[config.mk]
export PLATFORM = sky130hd
export DESIGN_NAME = pattern_check_with_crc32_unit
export DESIGN_NICKNAME = d
export VERILOG_FILES = /design/src/rtl/pcc_pkg.sv /design/src/rtl/pattern_check_with_crc32_unit.sv /design/src/rtl/pcc_crc32.sv
export SDC_FILE = /design/constraint.sdc
export NUM_CORES = 2
export LEC_CHECK = 0
export BUFFER_PORTS_ARGS = -buffer_cell sky130_fd_sc_hd__buf_2
export CORE_ASPECT_RATIO = 0.75
export CORE_MARGIN = 2
export CORE_UTILIZATION = 60
export DETAILED_ROUTE_END_ITERATION = 6
export PLACE_DENSITY = 0.79
export SETUP_SLACK_MARGIN = 0.3
export SLEW_MARGIN = 20
export SYNTH_ARGS = -nofsm -noshare
export SYNTH_HDL_FRONTEND = slang
export SYNTH_SLANG_ARGS = --single-unit
export TNS_END_PERCENT = 5
[constraint.sdc]
create_clock -name clock -period 19.7 [get_ports clock]
set_clock_uncertainty 0.15 [all_clocks]
set_input_delay 0.985 -clock clock [delete_from_list [all_inputs] [get_ports clock]]
set_output_delay 0.985 -clock clock [all_outputs]
set_load 0.005 [all_outputs]
[src/rtl/pcc_pkg.sv]
`timescale 1ns / 1ps
// pcc_pkg: constants, register indexes and crc helper for the pattern checker
// no dependencies

package pcc_pkg;

   localparam logic [31:0] LCG_MUL  = 32'd1664525;
   localparam logic [31:0] LCG_ADD  = 32'd1013904223;
   localparam logic [31:0] CRC_POLY = 32'hEDB88320;
   localparam logic [31:0] CRC_ONES = 32'hFFFFFFFF;

   localparam logic [15:0] WORD_COUNT_RESET = 16'd4096;

   typedef enum logic [0:0] {
      CSR_PATTERN_BASE = 1'b0,
      CSR_WORD_COUNT   = 1'b1
   } csr_index_type;

   // reflected crc32 over one byte, eight shift steps
   function automatic logic [31:0] crc_byte(input logic [31:0] crc, input logic [7:0] data);
      logic [31:0] c;
      c = crc ^ {24'd0, data};
      for (int k = 0; k < 8; k++) begin
         c = (c >> 1) ^ (c[0] ? CRC_POLY : 32'd0);
      end
      return c;
   endfunction

endpackage

[src/rtl/pattern_check_with_crc32_unit.sv]
`timescale 1ns / 1ps
// pattern_check_with_crc32_unit: top level of the memory pattern checker
// depends on pcc_pkg and pcc_crc32

// Takes one read-back word per cycle, checks it against the expected sequence
// (pattern_base + i) * 1664525 + 1013904223 and folds it into a crc32. Every
// word is fully handled in the cycle it is accepted: compare, crc network and
// run state update sit between the request port and the run registers, so a
// word can be accepted on every clock. The last word of a run loads the
// output register, whose result appears in the next cycle. req_ready drops only
// when the next word ends a run while the previous result is still waiting;
// words that do not end a run are taken regardless of the result channel.
// Write csr registers only while no transaction is in flight.

module pattern_check_with_crc32_unit (
   input  logic        clock,
   input  logic        reset,
   input  logic        req_valid,
   output logic        req_ready,
   input  logic [31:0] req_word_data,
   output logic        rsp_valid,
   input  logic        rsp_ready,
   output logic [15:0] rsp_fail_index,
   output logic        rsp_mismatch,
   output logic [31:0] rsp_got_value,
   output logic [31:0] rsp_want_value,
   output logic [31:0] rsp_crc_value,
   input  logic        csr_we,
   input  logic [0:0]  csr_index,
   input  logic [31:0] csr_wdata
);

   // configuration
   logic [15:0] word_count_ff, word_count_in;
   logic [31:0] seed_ff, seed_in;

   // run state
   logic [15:0] word_index_ff, word_index_in;
   logic [31:0] expected_ff, expected_in;
   logic [31:0] crc_ff, crc_in;
   logic        found_ff, found_in;
   logic [15:0] bad_index_ff, bad_index_in;
   logic [31:0] bad_got_ff, bad_got_in;
   logic [31:0] bad_want_ff, bad_want_in;

   // result register
   logic        rsp_valid_ff, rsp_valid_in;
   logic [15:0] rsp_fail_index_ff, rsp_fail_index_in;
   logic        rsp_mismatch_ff, rsp_mismatch_in;
   logic [31:0] rsp_got_ff, rsp_got_in;
   logic [31:0] rsp_want_ff, rsp_want_in;
   logic [31:0] rsp_crc_ff, rsp_crc_in;

   logic [31:0] crc_word;
   logic [15:0] run_len;
   logic [16:0] seen;
   logic        last_word;
   logic        req_fire;
   logic        hit_bad;
   logic        found_now;
   logic [15:0] bad_index_now;
   logic [31:0] bad_got_now;
   logic [31:0] bad_want_now;
   logic        base_write;

   pcc_crc32 u_crc (
      .crc_cur  (crc_ff),
      .word     (req_word_data),
      .crc_next (crc_word)
   );

   always_comb begin
      run_len   = (word_count_ff == 16'd0) ? 16'd1 : word_count_ff;
      seen      = {1'b0, word_index_ff} + 17'd1;
      last_word = seen >= {1'b0, run_len};
      req_ready = !last_word || !rsp_valid_ff || rsp_ready;
      req_fire  = req_valid && req_ready;

      hit_bad       = !found_ff && (req_word_data != expected_ff);
      found_now     = found_ff || hit_bad;
      bad_index_now = hit_bad ? word_index_ff : bad_index_ff;
      bad_got_now   = hit_bad ? req_word_data : bad_got_ff;
      bad_want_now  = hit_bad ? expected_ff : bad_want_ff;

      base_write = csr_we && (csr_index == pcc_pkg::CSR_PATTERN_BASE);

      word_count_in   = (csr_we && (csr_index == pcc_pkg::CSR_WORD_COUNT)) ?
                        csr_wdata[15:0] : word_count_ff;
      seed_in         = base_write ?
                        csr_wdata * pcc_pkg::LCG_MUL + pcc_pkg::LCG_ADD : seed_ff;

      word_index_in = word_index_ff;
      expected_in   = expected_ff;
      crc_in        = crc_ff;
      found_in      = found_ff;
      bad_index_in  = bad_index_ff;
      bad_got_in    = bad_got_ff;
      bad_want_in   = bad_want_ff;

      if (req_fire) begin
         if (last_word) begin
            word_index_in = 16'd0;
            expected_in   = seed_ff;
            crc_in        = pcc_pkg::CRC_ONES;
            found_in      = 1'b0;
            bad_index_in  = 16'd0;
            bad_got_in    = 32'd0;
            bad_want_in   = 32'd0;
         end else begin
            word_index_in = seen[15:0];
            expected_in   = expected_ff + pcc_pkg::LCG_MUL;
            crc_in        = crc_word;
            found_in      = found_now;
            bad_index_in  = bad_index_now;
            bad_got_in    = bad_got_now;
            bad_want_in   = bad_want_now;
         end
      end

      // base rewrite reloads the expected word for the current position
      if (base_write) begin
         expected_in = (csr_wdata + {16'd0, word_index_ff}) * pcc_pkg::LCG_MUL
                       + pcc_pkg::LCG_ADD;
      end

      rsp_valid_in      = rsp_valid_ff && !rsp_ready;
      rsp_fail_index_in = rsp_fail_index_ff;
      rsp_mismatch_in   = rsp_mismatch_ff;
      rsp_got_in        = rsp_got_ff;
      rsp_want_in       = rsp_want_ff;
      rsp_crc_in        = rsp_crc_ff;
      if (req_fire && last_word) begin
         rsp_valid_in      = 1'b1;
         rsp_fail_index_in = found_now ? bad_index_now : run_len;
         rsp_mismatch_in   = found_now;
         rsp_got_in        = bad_got_now;
         rsp_want_in       = bad_want_now;
         rsp_crc_in        = ~crc_word;
      end
   end

   always_ff @(posedge clock) begin
      if (reset) begin
         word_count_ff   <= pcc_pkg::WORD_COUNT_RESET;
         seed_ff         <= pcc_pkg::LCG_ADD;
         word_index_ff   <= 16'd0;
         expected_ff     <= pcc_pkg::LCG_ADD;
         crc_ff          <= pcc_pkg::CRC_ONES;
         found_ff        <= 1'b0;
         bad_index_ff    <= 16'd0;
         bad_got_ff      <= 32'd0;
         bad_want_ff     <= 32'd0;
         rsp_valid_ff    <= 1'b0;
      end else begin
         word_count_ff   <= word_count_in;
         seed_ff         <= seed_in;
         word_index_ff   <= word_index_in;
         expected_ff     <= expected_in;
         crc_ff          <= crc_in;
         found_ff        <= found_in;
         bad_index_ff    <= bad_index_in;
         bad_got_ff      <= bad_got_in;
         bad_want_ff     <= bad_want_in;
         rsp_valid_ff    <= rsp_valid_in;
      end
   end

   always_ff @(posedge clock) begin
      rsp_fail_index_ff <= rsp_fail_index_in;
      rsp_mismatch_ff   <= rsp_mismatch_in;
      rsp_got_ff        <= rsp_got_in;
      rsp_want_ff       <= rsp_want_in;
      rsp_crc_ff        <= rsp_crc_in;
   end

   assign rsp_valid      = rsp_valid_ff;
   assign rsp_fail_index = rsp_fail_index_ff;
   assign rsp_mismatch   = rsp_mismatch_ff;
   assign rsp_got_value  = rsp_got_ff;
   assign rsp_want_value = rsp_want_ff;
   assign rsp_crc_value  = rsp_crc_ff;

   // a run-ending transaction clears the run state
   assert property (@(posedge clock) disable iff (reset)
      req_fire && last_word |=> word_index_ff == 16'd0 && crc_ff == pcc_pkg::CRC_ONES
                                && !found_ff)
      else $error("run state not cleared after run end");

   // stall on input only while a result is waiting
   assert property (@(posedge clock) disable iff (reset)
      !req_ready |-> rsp_valid_ff && last_word)
      else $error("input stalled without pending result");

   // clean run reports zero capture values
   assert property (@(posedge clock) disable iff (reset)
      rsp_valid_ff && !rsp_mismatch_ff |-> rsp_got_ff == 32'd0 && rsp_want_ff == 32'd0)
      else $error("clean run reports nonzero capture");

   // captured index never runs ahead of the current position
   assert property (@(posedge clock) disable iff (reset)
      found_ff |-> bad_index_ff <= word_index_ff)
      else $error("captured index beyond current word");

endmodule

[src/rtl/pcc_crc32.sv]
`timescale 1ns / 1ps
// pcc_crc32: combinational reflected crc32 update over a 32-bit word, low byte first
// depends on pcc_pkg

module pcc_crc32 (
   input  logic [31:0] crc_cur,
   input  logic [31:0] word,
   output logic [31:0] crc_next
);

   logic [31:0] crc_b0;
   logic [31:0] crc_b1;
   logic [31:0] crc_b2;

   always_comb begin
      crc_b0   = pcc_pkg::crc_byte(crc_cur, word[7:0]);
      crc_b1   = pcc_pkg::crc_byte(crc_b0, word[15:8]);
      crc_b2   = pcc_pkg::crc_byte(crc_b1, word[23:16]);
      crc_next = pcc_pkg::crc_byte(crc_b2, word[31:24]);
   end

endmodule

==> flow_summary_export.csv <==
group,metric,value,unit
status,status,"complete, no violations",
final_layout,area.sequential,7600,um2
timing,fin_hold_ws,0.310,ns
yosys,synth.avg_cell_area,9.80,um2
drt,drt_iter0_markers,2629,
final_layout,final_common_cell,"inv_1",
timing,fmax,0.106,GHz
setup_path,critPathKind,"primary input to flip-flop",
grt,antenna_found_initial,1,
grt,grt_overflow,0,
yosys,ys_seq_area_frac,0.240,
min_path,hp-class,"flip-flop to flip-flop",
setup_path,critPathRequiredTime,20.00,ns
final_layout,multi_input_area,21800,um2
yosys,syn_nets,3926,
yosys,synthMuxAreaShare,0.0300,
timing,period_minus_slack,9.40,ns
yosys,synth_area_leaders,"fa_1 (17%), ha_1 (14%), dfxtp_1 (13%), edfxtp_1 (11%), xnor2_1 (7.7%)",
setup_path,cp_max_fo,11,
cts,hold_buffers,0,
yosys,synth-xor-area-share,0.154,
yosys,synthFlopType,"dfxtp_1",
timing,fin_crit_sh,0.477,
setup_path,critical-path-top-delay-family,"adder cells",
yosys,synthArstFlopShare,0,
cts,cts-resized-gates,0,
yosys,yosys_register_bits,323,
drt,viasPerCell,5.88,
yosys,ys_warn_count,0,
final_layout,antennaDiodeCount,0,
setup_path,end_kind,"flip-flop",
cts,numCtsBuffers,28,
setup_path,crit_top_cell,"a21o_1",
timing,rsz0062_at_grt,"false",
floorplan,rows,72,
placement,portBuffers,184,
timing,max-slew-margin-rel,0.311,
drt,vias,24000,
cts,clock_path_buffers,3,
timing,hold_violations,0,
cts,path_clk_slew,0.07,ns
final_layout,area_growth,7.99,%
drt,routed_wl,88.8,mm
drt,final_antenna_net_count,0,
timing,setup_viol,0,
floorplan,die_w,269,um
setup_path,critPathLaunchType,"primary input",
yosys,synth_fa_ha_area_frac,0.309,
final_layout,final_area,34200,um2
setup_path,worst-path-buf-inv,5,
setup_path,arrival,9.70,ns
cts,htree_levels,1,
final_layout,drive_gt1_frac,0.116,
drt,dr.pass1.iters,5,
drt,wl_per_cell,21.7,um
yosys,synth_edf_count,113,
yosys,syn_inst,3236,
grt,grt.total_usage,0.323,
cts,post_cts_buffers,0,
drt,drc,0,
placement,gp_congestion,1.01,
yosys,netlist.area_leader.share,0.172,
final_layout,layout_common_cells,"inv_1 (524), ha_1 (347), xnor2_1 (279)",
yosys,synth_top_family_by_area,"adder cells",
grt,grt_pass1_wl,137,mm
floorplan,core,51900,um2
yosys,yosysTopAreaCell,"fa_1",
placement,place_area,33300,um2
setup_path,cp_slowest_cell,"fa_1",
yosys,synth.distinct_cells,68,
grt,grt_pass1_vias,23200,
timing,fin_setup_tns,0,ns
grt,grt_max_degree,100,
yosys,synth_compound_area_frac,0.111,
yosys,syn_area,31700,um2
cts,clock-root-buffer,"clkbuf_16",
job,cap_violations,0,
yosys,yosys.area_share.simple,0.0804,
placement,dp_hpwl,71.7,mm
floorplan,initial_utilization,0.611,
timing,slew_violations,0,
cts,insertion_delay,0.58,ns
floorplan,dieHeight,203,um
floorplan,ios,185,
floorplan,dieArea,54700,um2
timing,tightest_slew,1.01,ns
cts,tritoncts,"done",
final_layout,fillers,4216,
cts,clock-sinks,323,
final_layout,nets,4048,
setup_path,cpPeakStageDelay,0.52,ns
==> final timing paths <==
kind / from / end / slack (ns) / cells after the start
worst max-delay path: csr_wdata[0] / expected_ff[30]$_SDFFE_PP0P_ / 10.30 / 36
worst min-delay path: seed_ff[16]$_SDFFE_PP0P_ / seed_ff[16]$_SDFFE_PP0P_ / 0.31 / 2
worst max register to register: word_index_ff[0]$_SDFFE_PP0P_ / expected_ff[30]$_SDFFE_PP0P_ / 10.44 / 35
worst min register to register: seed_ff[16]$_SDFFE_PP0P_ / seed_ff[16]$_SDFFE_PP0P_ / 0.31 / 2
==> state kept, by name, indices dropped and copies added (netlist names), 16 cells and up <==
| signal | count |
|---|---|
| word_index_ff | 16 |
| rsp_fail_index | 16 |
| rsp_crc_value | 32 |
| bad_index_ff | 16 |
| word_count_ff | 16 |
| seed_ff | 32 |
| crc_ff | 32 |
| rsp_got_value | 32 |
| expected_ff | 32 |
| rsp_want_value | 32 |
| bad_want_ff | 32 |
| bad_got_ff | 32 |
==> cell families (layout without fill, tap and decap cells) <==
family                   count (synthesis)  after routing
AO/OA/AOI/OAI                          535            535
buffers and inverters                  639            783
flip-flops                             323            323
multiplexers                            87             87
AND/OR/NAND/NOR                        576            576
XOR/XNOR                               456            456
adder cells (fa/ha/maj)                620            620
==> worst reg2reg max path, delay by kind of cell, from the launching register on <==
family	cells	cell delay (ns)
AO/OA/AOI/OAI	16	3.28
XOR/XNOR	1	0.51
adder cells (fa/ha/maj)	9	3.68
buffers and inverters	4	0.23
flip-flops	1	0.43
multiplexers	1	0.15
AND/OR/NAND/NOR	4	0.71
==> synthesized netlist by cell type (64+ instances only) <==
| library cell | instances |
|---|---|
| xnor2_1 | 279 |
| inv_1 | 524 |
| nor2_1 | 204 |
| dfxtp_1 | 210 |
| a21oi_1 | 126 |
| xor2_1 | 111 |
| ha_1 | 347 |
| mux2_2 | 64 |
| clkbuf_1 | 100 |
| fa_1 | 273 |
| nand2_1 | 191 |
| o21ai_0 | 97 |
| a22oi_1 | 95 |
| edfxtp_1 | 113 |
==> per-layer routing <==
layer / track usage / up-vias / wire length (um) / share of wire
met5: 0 / - / 13 / 0.00015
met4: 0.0589 / 2 / 1570 / 0.018
met1: 0.497 / 11800 / 40900 / 0.46
met3: 0.0677 / 114 / 9470 / 0.11
li1: - / 10900 / - / -
met2: 0.469 / 1175 / 36800 / 0.41
==> metrics by stage <==
step / utilization / worst slack (ns) / cells
detailed placement: 0.642 / 9.92 / 4030
global route: 0.660 / 9.92 / 4083
floorplan: - / 10.62 / 3236
CTS: 0.659 / 10.47 / 4082
finish: 0.660 / 10.30 / 4083
global placement: 0.642 / 10.09 / 4030
==> layout make-up <==
cell class / count / area share
multi-input cells: 2274 / 0.636
flip-flops and latches: 323 / 0.222
inverters: 524 / 0.0574
repair buffers: 207 / 0.0324
well taps: 703 / 0.0257
clock buffers: 43 / 0.0236
clock inverters: 9 / 0.00336
Power is left out: the tool's default activity adds up to more than one toggle a clock period on the data nets, which glitch-free logic cannot reach.
